## config.mk

```make
export PLATFORM = sky130hd
export DESIGN_NAME = log_record_parse_check
export DESIGN_NICKNAME = d
export VERILOG_FILES = /design/src/rtl/core/lrpc_pkg.sv /design/src/rtl/core/lrpc_front.sv /design/src/rtl/core/lrpc_queue.sv /design/src/rtl/core/log_record_parse_check.sv
export SDC_FILE = /design/constraint.sdc
export NUM_CORES = 1
export LEC_CHECK = 0
export BUFFER_PORTS_ARGS = -buffer_cell sky130_fd_sc_hd__buf_4
export CORE_UTILIZATION = 47
export DETAILED_ROUTE_END_ITERATION = 10
export GPL_TIMING_DRIVEN = 1
export MAX_ROUTING_LAYER = met4
export PLACE_DENSITY = 0.66
export SLEW_MARGIN = 20
export SYNTH_ARGS = -nofsm -noshare
export SYNTH_HDL_FRONTEND = slang
export SYNTH_SLANG_ARGS = --single-unit
export TNS_END_PERCENT = 1
```

## constraint.sdc

```tcl
create_clock -name clk -period 7.08 [get_ports clk]
set_clock_uncertainty 0.1 [all_clocks]
set_input_delay 0.708 -clock clk [delete_from_list [all_inputs] [get_ports clk]]
set_output_delay 0.708 -clock clk [all_outputs]
set_load 0.005 [all_outputs]
```

## src/rtl/core/lrpc_pkg.sv

```systemverilog
// Shared types and constants for the log record parser.
// No dependencies.
`default_nettype none
package lrpc_pkg;
    localparam logic [1:0] KIND_KEY    = 2'd0;
    localparam logic [1:0] KIND_VALUE  = 2'd1;
    localparam logic [1:0] KIND_STATUS = 2'd2;

    localparam logic [2:0] ST_OK      = 3'd0;
    localparam logic [2:0] ST_CLEAN   = 3'd1;
    localparam logic [2:0] ST_TRUNC   = 3'd2;
    localparam logic [2:0] ST_READERR = 3'd3;
    localparam logic [2:0] ST_BADOP   = 3'd4;
    localparam logic [2:0] ST_CRC     = 3'd5;

    localparam logic [1:0] REG_MAX_KEY = 2'd0;
    localparam logic [1:0] REG_MAX_VAL = 2'd1;
    localparam logic [1:0] REG_PUT     = 2'd2;
    localparam logic [1:0] REG_DEL     = 2'd3;

    // one result, as it travels through the queue
    typedef struct packed {
        logic [1:0]  kind;
        logic [7:0]  payload_byte;
        logic [2:0]  status;
        logic [63:0] sequence_number;
        logic        is_delete;
        logic [15:0] key_len;
        logic [23:0] value_len;
        logic        end_of_run;
    } result_t;

    // CRC-32 IEEE reflected, one byte
    function automatic logic [31:0] crc_byte(input logic [31:0] c, input logic [7:0] b);
        logic [31:0] x;
        x = c ^ {24'd0, b};
        for (int i = 0; i < 8; i++) begin
            x = (x >> 1) ^ (32'hEDB88320 & {32{x[0]}});
        end
        return x;
    endfunction
endpackage
`default_nettype wire

```

## src/rtl/core/lrpc_front.sv

```systemverilog
// Front end: accepts stream items, runs the record parser and CRC.
// Emits up to two results per item into the queue. Uses lrpc_pkg.
`default_nettype none
module lrpc_front
(
    input  wire logic                  clk,
    input  wire logic                  rst_n,
    input  wire logic                  in_valid,
    output logic                       in_ready,
    input  wire logic                  req_type,
    input  wire logic [7:0]            data_byte,
    input  wire logic [15:0]           max_key_len,
    input  wire logic [23:0]           max_value_len,
    input  wire logic [7:0]            put_code,
    input  wire logic [7:0]            delete_code,
    input  wire logic                  q_room2,
    output logic [1:0]                 push_cnt,
    output lrpc_pkg::result_t          push_a,
    output lrpc_pkg::result_t          push_b
);
    typedef enum logic [2:0] {PH_CSUM, PH_SEQ, PH_OP, PH_KLEN, PH_VLEN, PH_KEY, PH_VAL}
        phase_t;

    phase_t      phase_reg, phase_next;
    logic [23:0] cnt_reg, cnt_next;
    logic [31:0] scrc_reg, scrc_next, rcrc_reg, rcrc_next;
    logic [63:0] seq_reg, seq_next;
    logic        del_reg, del_next, halt_reg, halt_next;
    logic [31:0] ksz_reg, ksz_next, vsz_reg, vsz_next;

    logic        fire;
    logic [31:0] crc_new;
    logic        emit_b, emit_s, restart;
    logic [2:0]  st;
    logic [1:0]  bkind;
    logic        crc_ok;
    lrpc_pkg::result_t bres, sres;

    assign in_ready = q_room2;
    assign fire     = in_valid && in_ready;
    assign crc_new  = lrpc_pkg::crc_byte(rcrc_reg, data_byte);
    assign crc_ok   = ~crc_new == scrc_reg;

    always_comb
    begin
        phase_next = phase_reg; cnt_next = cnt_reg; scrc_next = scrc_reg;
        rcrc_next = rcrc_reg; seq_next = seq_reg; del_next = del_reg;
        halt_next = halt_reg; ksz_next = ksz_reg; vsz_next = vsz_reg;
        emit_b = 1'b0; emit_s = 1'b0; restart = 1'b0; st = lrpc_pkg::ST_OK;
        bkind = lrpc_pkg::KIND_KEY;
        if (fire) begin
            if (req_type) begin
                if (!halt_reg) begin
                    emit_s = 1'b1;
                    if (phase_reg == PH_CSUM && cnt_reg == 24'd0) st = lrpc_pkg::ST_CLEAN;
                    else if (phase_reg == PH_KLEN || phase_reg == PH_VLEN)
                        st = lrpc_pkg::ST_READERR;
                    else st = lrpc_pkg::ST_TRUNC;
                end
                restart = 1'b1;
            end else if (!halt_reg) begin
                if (phase_reg != PH_CSUM) rcrc_next = crc_new;
                case (phase_reg)
                    PH_CSUM:
                    begin
                        scrc_next[8*cnt_reg[1:0] +: 8] = data_byte;
                        cnt_next = cnt_reg + 24'd1;
                        if (cnt_reg[1:0] == 2'd3) begin phase_next = PH_SEQ; cnt_next = '0; end
                    end
                    PH_SEQ:
                    begin
                        seq_next[8*cnt_reg[2:0] +: 8] = data_byte;
                        cnt_next = cnt_reg + 24'd1;
                        if (cnt_reg[2:0] == 3'd7) begin phase_next = PH_OP; cnt_next = '0; end
                    end
                    PH_OP:
                    begin
                        cnt_next = '0;
                        if (data_byte == put_code) begin del_next = 1'b0; phase_next = PH_KLEN; end
                        else if (data_byte == delete_code) begin
                            del_next = 1'b1; phase_next = PH_KLEN;
                        end else begin
                            emit_s = 1'b1; st = lrpc_pkg::ST_BADOP; halt_next = 1'b1;
                        end
                    end
                    PH_KLEN:
                    begin
                        ksz_next[8*cnt_reg[1:0] +: 8] = data_byte;
                        cnt_next = cnt_reg + 24'd1;
                        if (cnt_reg[1:0] == 2'd3) begin
                            cnt_next = '0;
                            if (!del_reg) phase_next = PH_VLEN;
                            else if (ksz_next > {16'd0, max_key_len}) begin
                                emit_s = 1'b1; st = lrpc_pkg::ST_READERR; halt_next = 1'b1;
                            end else if (ksz_next == 32'd0) begin
                                emit_s = 1'b1;
                                if (crc_ok) restart = 1'b1;
                                else begin st = lrpc_pkg::ST_CRC; halt_next = 1'b1; end
                            end else phase_next = PH_KEY;
                        end
                    end
                    PH_VLEN:
                    begin
                        vsz_next[8*cnt_reg[1:0] +: 8] = data_byte;
                        cnt_next = cnt_reg + 24'd1;
                        if (cnt_reg[1:0] == 2'd3) begin
                            cnt_next = '0;
                            if (ksz_reg > {16'd0, max_key_len} ||
                                vsz_next > {8'd0, max_value_len}) begin
                                emit_s = 1'b1; st = lrpc_pkg::ST_READERR; halt_next = 1'b1;
                            end else if (ksz_reg != 32'd0) phase_next = PH_KEY;
                            else if (vsz_next != 32'd0) phase_next = PH_VAL;
                            else begin
                                emit_s = 1'b1;
                                if (crc_ok) restart = 1'b1;
                                else begin st = lrpc_pkg::ST_CRC; halt_next = 1'b1; end
                            end
                        end
                    end
                    PH_KEY, PH_VAL:
                    begin
                        emit_b = 1'b1;
                        bkind = (phase_reg == PH_KEY) ? lrpc_pkg::KIND_KEY
                                                      : lrpc_pkg::KIND_VALUE;
                        cnt_next = cnt_reg + 24'd1;
                        if ({8'd0, cnt_next} >= ((phase_reg == PH_KEY) ? ksz_reg : vsz_reg))
                        begin
                            cnt_next = '0;
                            if (phase_reg == PH_KEY && !del_reg && vsz_reg != 32'd0)
                                phase_next = PH_VAL;
                            else begin
                                emit_s = 1'b1;
                                if (crc_ok) restart = 1'b1;
                                else begin st = lrpc_pkg::ST_CRC; halt_next = 1'b1; end
                            end
                        end
                    end
                    default: restart = 1'b1;
                endcase
            end
        end
        if (restart) begin
            phase_next = PH_CSUM; cnt_next = '0; scrc_next = '0; rcrc_next = '1;
            seq_next = '0; del_next = 1'b0; halt_next = 1'b0; ksz_next = '0; vsz_next = '0;
        end
    end

    // a length that completes a record in its own field is zero, so the
    // stored lengths are already final whenever a status goes out
    always_comb
    begin
        bres = '0;
        bres.kind = bkind;
        bres.payload_byte = data_byte;
        bres.end_of_run = !emit_s;
        sres = '0;
        sres.kind = lrpc_pkg::KIND_STATUS;
        sres.status = st;
        sres.end_of_run = 1'b1;
        if (st == lrpc_pkg::ST_OK) begin
            sres.sequence_number = seq_reg;
            sres.is_delete = del_reg;
            sres.key_len = ksz_reg[15:0];
            sres.value_len = del_reg ? 24'd0 : vsz_reg[23:0];
        end
        push_cnt = {1'b0, emit_b} + {1'b0, emit_s};
        push_a = emit_b ? bres : sres;
        push_b = sres;
    end

    always_ff @(posedge clk or negedge rst_n)
    begin
        if (!rst_n) begin
            phase_reg <= PH_CSUM; cnt_reg <= '0; scrc_reg <= '0; rcrc_reg <= '1;
            seq_reg <= '0; del_reg <= 1'b0; halt_reg <= 1'b0; ksz_reg <= '0; vsz_reg <= '0;
        end else begin
            phase_reg <= phase_next; cnt_reg <= cnt_next; scrc_reg <= scrc_next;
            rcrc_reg <= rcrc_next; seq_reg <= seq_next; del_reg <= del_next;
            halt_reg <= halt_next; ksz_reg <= ksz_next; vsz_reg <= vsz_next;
        end
    end

    a_push_needs_fire: assert property (@(posedge clk) disable iff (!rst_n)
        push_cnt != 2'd0 |-> fire) else $error("push without item");
    a_two_ends_status: assert property (@(posedge clk) disable iff (!rst_n)
        push_cnt == 2'd2 |-> push_b.kind == lrpc_pkg::KIND_STATUS && !push_a.end_of_run)
        else $error("bad pair");
    a_halt_silent: assert property (@(posedge clk) disable iff (!rst_n)
        halt_reg && !req_type |-> push_cnt == 2'd0) else $error("output while halted");
endmodule
`default_nettype wire

```

## src/rtl/core/lrpc_queue.sv

```systemverilog
// Result queue between parser and output: takes 0..2 items, gives 1.
// Uses lrpc_pkg.
`default_nettype none
module lrpc_queue
#(
    parameter int DEPTH_LOG2 = 2
)
(
    input  wire logic          clk,
    input  wire logic          rst_n,
    input  wire logic [1:0]    push_cnt,
    input  lrpc_pkg::result_t  push_a,
    input  lrpc_pkg::result_t  push_b,
    output logic               room2,
    output logic               out_valid,
    input  wire logic          out_ready,
    output lrpc_pkg::result_t  out_item
);
    localparam int DEPTH = 1 << DEPTH_LOG2;
    lrpc_pkg::result_t mem_reg [DEPTH];
    logic [DEPTH_LOG2-1:0] wp_reg, rp_reg;
    logic [DEPTH_LOG2:0]   cnt_reg, cnt_next;
    logic pop;

    assign pop       = out_valid && out_ready;
    assign out_valid = cnt_reg != '0;
    assign out_item  = mem_reg[rp_reg];
    assign room2     = cnt_reg <= (DEPTH_LOG2+1)'(DEPTH - 2);
    assign cnt_next  = cnt_reg + {{(DEPTH_LOG2-1){1'b0}}, push_cnt} -
                       {{DEPTH_LOG2{1'b0}}, pop};

    always_ff @(posedge clk)
    begin
        if (push_cnt != 2'd0) mem_reg[wp_reg] <= push_a;
        if (push_cnt == 2'd2) mem_reg[wp_reg + 1'b1] <= push_b;
    end

    always_ff @(posedge clk or negedge rst_n)
    begin
        if (!rst_n) begin
            wp_reg <= '0; rp_reg <= '0; cnt_reg <= '0;
        end else begin
            wp_reg  <= wp_reg + DEPTH_LOG2'(push_cnt);
            rp_reg  <= rp_reg + DEPTH_LOG2'(pop);
            cnt_reg <= cnt_next;
        end
    end

    a_no_overflow: assert property (@(posedge clk) disable iff (!rst_n)
        push_cnt != 2'd0 |-> room2) else $error("queue overflow");
    a_count_bound: assert property (@(posedge clk) disable iff (!rst_n)
        cnt_reg <= (DEPTH_LOG2+1)'(DEPTH)) else $error("count out of range");
    a_hold: assert property (@(posedge clk) disable iff (!rst_n)
        out_valid && !out_ready && push_cnt == 2'd0 |=> out_valid && $stable(cnt_reg))
        else $error("item lost");
endmodule
`default_nettype wire

```

## src/rtl/core/log_record_parse_check.sv

```systemverilog
// Top level of the log record parser: config registers, parser front end,
// result queue. Uses lrpc_pkg, lrpc_front, lrpc_queue.
// Results are written into the queue registers and presented at the output from there.
// Throughput: one input byte per cycle while the queue has room; an item producing two
// results (last key/value byte plus status) drains as two separate output items.
// Input stalls only when the 4-entry queue lacks room for two results.
// Reset (rst_n, async low): parser restarts awaiting checksum, queue empty,
// registers at max_key_len=4096, max_value_len=1048576, put=0, delete=1.
`default_nettype none
module log_record_parse_check
#(
    parameter int QUEUE_LOG2 = 2
)
(
    input  wire logic         clk,
    input  wire logic         rst_n,
    // input stream
    input  wire logic         s_tvalid,
    output logic              s_tready,
    input  wire logic [7:0]   s_tdata,   // [7:0] data_byte
    input  wire logic         s_tuser,   // [0] req_type
    // result stream
    output logic              m_tvalid,
    input  wire logic         m_tready,
    // [7:0] payload_byte, [10:8] status, [74:11] sequence_number,
    // [75] is_delete, [91:76] key_len, [115:92] value_len, [119:116] zero
    output logic [119:0]      m_tdata,
    output logic [1:0]        m_tuser,   // [1:0] kind
    output logic              m_tlast,   // end_of_run
    // configuration
    input  wire logic         psel,
    input  wire logic         penable,
    input  wire logic         pwrite,
    input  wire logic [3:0]   paddr,
    input  wire logic [31:0]  pwdata,
    output logic [31:0]       prdata,
    output logic              pready
);
    logic [15:0] max_key_reg;
    logic [23:0] max_val_reg;
    logic [7:0]  put_reg, del_reg;
    logic        room2;
    logic [1:0]  push_cnt;
    lrpc_pkg::result_t push_a, push_b, q_item;

    assign pready = 1'b1;

    always_ff @(posedge clk or negedge rst_n)
    begin
        if (!rst_n) begin
            max_key_reg <= 16'd4096; max_val_reg <= 24'd1048576;
            put_reg <= 8'd0; del_reg <= 8'd1;
        end else if (psel && penable && pwrite) begin
            case (paddr[3:2])
                lrpc_pkg::REG_MAX_KEY: max_key_reg <= pwdata[15:0];
                lrpc_pkg::REG_MAX_VAL: max_val_reg <= pwdata[23:0];
                lrpc_pkg::REG_PUT:     put_reg <= pwdata[7:0];
                lrpc_pkg::REG_DEL:     del_reg <= pwdata[7:0];
                default: ;
            endcase
        end
    end

    always_comb
    begin
        case (paddr[3:2])
            lrpc_pkg::REG_MAX_KEY: prdata = {16'd0, max_key_reg};
            lrpc_pkg::REG_MAX_VAL: prdata = {8'd0, max_val_reg};
            lrpc_pkg::REG_PUT:     prdata = {24'd0, put_reg};
            lrpc_pkg::REG_DEL:     prdata = {24'd0, del_reg};
            default:               prdata = '0;
        endcase
    end

    lrpc_front u_front
    (
        .clk(clk), .rst_n(rst_n),
        .in_valid(s_tvalid), .in_ready(s_tready),
        .req_type(s_tuser), .data_byte(s_tdata),
        .max_key_len(max_key_reg), .max_value_len(max_val_reg),
        .put_code(put_reg), .delete_code(del_reg),
        .q_room2(room2), .push_cnt(push_cnt), .push_a(push_a), .push_b(push_b)
    );

    lrpc_queue #(.DEPTH_LOG2(QUEUE_LOG2)) u_queue
    (
        .clk(clk), .rst_n(rst_n),
        .push_cnt(push_cnt), .push_a(push_a), .push_b(push_b),
        .room2(room2), .out_valid(m_tvalid), .out_ready(m_tready), .out_item(q_item)
    );

    assign m_tuser = q_item.kind;
    assign m_tlast = q_item.end_of_run;
    assign m_tdata = {4'd0, q_item.value_len, q_item.key_len, q_item.is_delete,
                      q_item.sequence_number, q_item.status, q_item.payload_byte};
endmodule
`default_nettype wire
```

======== Word level (Yosys, flattened, before mapping) ========
Memory sizes are Yosys's and may differ from the RTL's.
Index checks and enable logic that the tools add are counted.
word-level totals
  register bits after elaboration ......... 284
  memory bits (writable) .................. 476
  input port bits ......................... 52
  output and inout port bits .............. 158
  logic and storage cells ................. 270
  memories ................................ 1
cells by class
  add/subtract/negate cells ............... 9
  $lt $le $gt $ge ......................... 5
  equality and inequality tests ........... 28
  shift operators ......................... 4
  muxes and demuxes ....................... 149
  bitwise logic cells ..................... 10
  reductions and logical operators ........ 48
memories
  name             depth  width  read ports  clocked after Yosys merged registers in  write ports  line              source
  u_queue.mem_reg  4      119    1           0                                        2            lrpc_queue.sv:20  lrpc_pkg::result_t mem_reg [DEPTH];
operators with widths
  operator                                                                 count
  32-bit two-way mux                                                       21
  64-bit two-way mux                                                       5
  31-bit by 32-bit bitwise XOR with 32-bit output                          8
  24-bit two-way mux                                                       8
  32-bit one-hot mux with 4 select lines                                   1
  119-bit two-way mux                                                      1
  3-bit two-way mux                                                        36
  105-bit two-way mux                                                      1
  32-bit bitwise mux                                                       3
  24-bit one-hot mux with 4 select lines                                   1
  32-bit nonzero test                                                      3
  64-bit bitwise mux                                                       1
  32-bit by 16-bit > comparator with 1-bit output                          2
  8-bit by 34-bit variable shift with 64-bit output, first input constant  1
  8-bit by 34-bit indexed part select with 64-bit output                   1
  1-bit two-way mux                                                        62
  5-bit negator with 34-bit output                                         1
  6-bit negator with 34-bit output                                         1
  8-bit by 34-bit variable shift with 32-bit output, first input constant  1
  8-bit by 34-bit indexed part select with 32-bit output                   1
  32-bit equality test                                                     1
  24-bit by 32-bit greater-or-equal comparator with 1-bit output           1
  32-bit by 24-bit > comparator with 1-bit output                          1
  32-bit zero test                                                         1
  43 further kinds                                                         90

======== Longest topological paths before layout ========
  word-level depth ........................ 23
  depth in mapped cells ................... 31
  gate-level depth less buffers ........... 25

======== Hierarchy ========
Synthesis repeated with hierarchy kept, for this count alone.
unflattened totals
  cell total of the unflattened synthesis .. 3,362
  area total of the unflattened synthesis .. 43,907.1 um^2
modules (own cells, without submodules)
  module                  instances  cells each  area each (um^2)  seq. area each (um^2)
  lrpc_queue              1          1,192       24,414.7          14,468.9
  lrpc_front              1          1,996       16,829.9          5,570.3
  log_record_parse_check  1          174         2,662.6           1,405.1

======== Worst setup path after synthesis ========
Ideal clock, no wire load.
  path kind ............................... register -> register
  from .................................... register u_front.cnt_reg[0]
  to ...................................... memory u_queue.mem_reg[2][100] (netlist name), enable pin
  library setup time ...................... 0.461 ns
  arrival time ............................ 7.131 ns
  data required time ...................... 6.519 ns
  slack ................................... -0.611 ns
  cell stages (with the launch flop) ...... 27
  buffers on the path ..................... 6
  clock period less this slack ............ 7.691 ns
  path through ............................ dfrtp_1 > clkbuf_1 > clkbuf_1 > inv_1 > ha_1 > clkbuf_1 > nor3b_1 > clkbuf_1 > nand2_1 > o21ai_0 > ha_1 > nor2b_1 > o211ai_1 > a21oi_1 > o31ai_1 > a211o_1 > nor3b_1 > o22ai_1 > nand2_1 > a31o_2 > ha_1 > clkbuf_1 > nor2b_1 > nand2_1 > o21a_1 > clkbuf_1 > inv_1
RTL lines
  what                    line               source
  from (decl)             lrpc_front.sv:25   logic [23:0] cnt_reg, cnt_next;
  from (signal assigned)  lrpc_front.sv:177  phase_reg <= phase_next; cnt_reg <= cnt_next; scrc_reg <= scrc_next;
  to (decl)               lrpc_queue.sv:20

==> Flow_metrics.wiki <==
{| class="wikitable"
! Metric !! Value
|-
| Count of cell types in the netlist || 92
|-
| Post-synth ARST share || 37.4%
|-
| Number of nets at the end of the flow || 3,839
|-
| Total cell area at the placement stage || 42,000 µm²
|-
| Total Routing Usage GR || 28.0%
|-
| Layout cell share with drive strength beyond 1 || 16.9%
|-
| Area of the mapped netlist || 39,500 µm²
|-
| Clock Latency Late Sink || 650 ps
|-
| Smallest setup slack after layout || 534 ps
|-
| DPL Wire Length || 74,700 µm
|-
| Launching element type of the critical path || flip-flop
|-
| Max Fclk || 153 MHz
|-
| Setup repair bufs after CTS || 0
|-
| Net Switching || 6.75 mW
|-
| Number of nets with antenna violations after detailed routing || 0
|-
| Fin. max-slew vios || 0
|-
| Part of the total power dissipated in sequential elements || 34.0%
|-
| Number of buffers added to fix hold violations after cts || 0
|-
| CTS Root Cell || clkbuf_16
|-
| Type of the most critical hold path || input pin to asynchronous set/reset pin
|-
| Most repeated cell in the gate-level netlist after synthesis || nor2_1
|-
| Worst Setup Path Type || flip-flop to flip-flop
|-
| Pwr/cell area || 405 nW/µm²
|-
| Warnings, synthesis || 0
|-
| Clock-pin slew of the registers on the worst-case setup and hold paths || 70 ps
|-
| Horizontal die dimension || 292 µm
|-
| Top-area cell type share of the netlist area || 32.8%
|-
| Placeable core region || 82,600 µm²
|-
| Initial cell density of the core || 47.8%
|-
| Number of buffers created by CTS || 83
|-
| Overall overflow remaining after global route || 0
|-
| Post-cts repair resize count || 0
|-
| Number of antenna violations at the first check in global routing || 2
|-
| Average detailed-routed wire length per instance || 24.1 µm
|-
| Final Instance Area || 44,900 µm²
|-
| Maximum Capacitance Violations || 0
|-
| Number of global-route vias before repair || 28,000
|-
| Number of clock sinks seen by CTS || 760
|-
| Synthesized instance count || 3,629
|-
| Total die area || 85,200 µm²
|-
| Total Negative Setup Slacks || 0 ps
|-
| Arrival time at the worst endpoint || 6810 ps
|-
| Post-synth EDFFs || 432
|-
| CP delay by family, top || compound AO/OA/AOI/OAI gates
|-
| Fraction of power consumed by the clock network || 25.2%
|-
| Unrepaired setup endpoints after global routing || no
|-
| Post-detailed-route DRC marker count || 0
|-
| Weighted congestion reported at the end of routability-driven placement || 0.982
|-
| Crit path max fanout || 47
|-
| Mean post-synth cell area || 10.9 µm²
|-
| Power share of the combinational group || 40.8%
|-
| Flip-flop count of the largest register after layout || 476
|-
| Transition at the pin with the smallest max-transition slack || 1080 ps
|-
| Total length of routed wires || 117,000 µm
|-
| Count of endpoints failing setup in the final report || 0
|-
| Height of the die || 292 µm
|-
| Sequential standard cell area || 21,000 µm²
|-
| Slowest-stage cell, CP || a21oi_1
|-
| Sequential fraction of the synthesis area || 53.2%
|-
| Critical path endpoint category || flip-flop
|-
| Final critical-path share of the clock period || 92.5%
|-
| Area growth from synthesis to layout || 13.7%
|-
| Series of cell instances along the critical path || inv_1, ha_1, nand3b_1, buf_4, o21ai_0, ha_1, and3_1, a221o_1, a221oi_1, o211ai_1, a211oi_1, o22ai_1, nand2_1, a31o_2, inv_1, ha_1, nand2_1, inv_1, a21oi_1, inv_4, buf_12
|-
| Filler Cell Count || 7,003
|-
| Worst Path Required || 7350 ps
|-
| Cell type with the largest total area after synthesis || edfxtp_1
|-
| Relative slew slack || 28.1%
|-
| Wire length of the first global-routing pass || 177,000 µm
|-
| Sum of buffers and inverters on the critical path || 6
|-
| I/O pins || 210
|-
| Net Sw Frac || 37.0%
|-
| Number of buffers added on ports || 186
|-
| Leakage power || 18.0 nW
|-
| Number of placement rows || 105
|-
| Post-synthesis sequential element count || 760
|-
| Maximum clock path buffer count || 3
|-
| Clock tree from TritonCTS || yes
|-
| Fin. Hold Viols || 0
|-
| Cell types with the highest counts after synthesis || 634 x nor2_1, 458 x nand3_1, 432 x edfxtp_1
|-
| Drt first pass iters || 6
|-
| Largest net degree at the start of global routing || 132
|-
| Internal cell power || 11.5 mW
|-
| Run status || finished clean
|-
| Number of H-tree levels || 3
|-
| Via count || 29,400
|-
| Delay of the slowest critical-path stage || 870 ps
|-
| Worst-case vdd ir drop || 0.335 mV
|-
| Number of vias per cell || 6.09
|-
| Prevailing post-synth register cell || edfxtp_1
|-
| Worst slack at placement || 705 ps
|-
| Multi-input logic area || 17,000 µm²
|-
| Clock period minus final worst setup slack || 6550 ps
|-
| Main area contributors after synthesis || edfxtp_1 33%, dfrtp_1 16%, mux4_2 7.2%
|-
| Number of DRC markers in iteration 0 || 3,228
|}
## cell type report
type                       instances  area share (%)
timing repair buffer             261            4.99
sequential                       760            46.8
antenna                            2          0.0111
inverter                         112           0.966
multi-input combinational       2472            37.8
clock inverter                    31           0.902
clock buffer                     123            5.60
tap                             1070            2.98
## cell families after synthesis
group                      Yosys count  share of synthesized area (%)
AOI/OAI and AO/OA                  497                           8.64
xor gates and xnor gates           147                           4.38
adders and majority gates           97                           3.09
buffers and inverters              408                           4.27
DFF                                760                           53.2
muxes                              191                           8.93
other                                2                         0.0190
and+or+nand+nor                   1527                           17.5
## routing by layer
layer	track usage, %	routed length (µm)	vias up
met3	4.00	8930	212
met5	-	0	-
met2	43.4	54800	1320
li1	-	-	13300
met4	7.52	3200	0
met1	38.7	49600	14600
## through the flow
| step | instances | power (mW) | utilization [%] | hold slack (ps) |
|---|---|---|---|---|
| 2_1_floorplan | 3640 | 10.9 | - | 312 |
| 3_3_place_gp | 4675 | 13.6 | 50.8 | 330 |
| 3_5_place_dp | 4675 | 13.6 | 50.8 | 336 |
| 4_1_cts | 4829 | 18.2 | 54.4 | 80.3 |
| 5_1_grt | 4831 | 19.0 | 54.4 | 101 |
| 6_report | 4831 | 18.2 | 54.4 | 48.5 |
## power groups by stage
stage / sequential [mW] / clock (mW) / combinational (mW)
3_3_place_gp: 6.24 / 0 / 7.32
4_1_cts: 6.18 / 4.65 / 7.41
6_report: 6.19 / 4.59 / 7.44
2_1_floorplan: 5.94 / 0 / 4.96
3_5_place_dp: 6.26 / 0 / 7.38
5_1_grt: 6.26 / 4.82 / 7.95
## final timing paths
kind / cells past startpoint / to / start / slack [ps]
min reg2reg: 1 / u_queue.mem_reg[2][118] / u_queue.mem_reg[2][118] / 360
max reg2reg: 21 / u_queue.mem_reg[0][2] / u_front.cnt_reg[1] / 530
max in group asynchronous: 2 / u_queue.rp_reg[0] / rst_n / 5280
min: 1 / max_val_reg[16] / rst_n / 50
max: 21 / u_queue.mem_reg[0][2] / u_front.cnt_reg[1] / 530
min in group clk: 3 / max_val_reg[16] / pwdata[16] / 170
## layout by cell type, fill, tap and decap left out, types with 25 or more instances in the layout
cell type	n
mux2i_1	43
edfxtp_1	432
dfxtp_1	44
buf_4	238
ha_1	96
xor2_1	26
o2bb2ai_1	25
dfrtp_1	246
a31oi_1	25
nor2_1	632
nand3_1	457
nor3_1	39
nand4_1	33
nor4_1	35
xnor2_1	84
a21oi_1	85
inv_1	106
dfstp_2	35
clkbuf_16	90
o21ai_0	111
mux4_2	127
nand2_1	202
nor2b_1	25
a22o_1	77
Note: power is estimated with default switching activity, not from simulation.
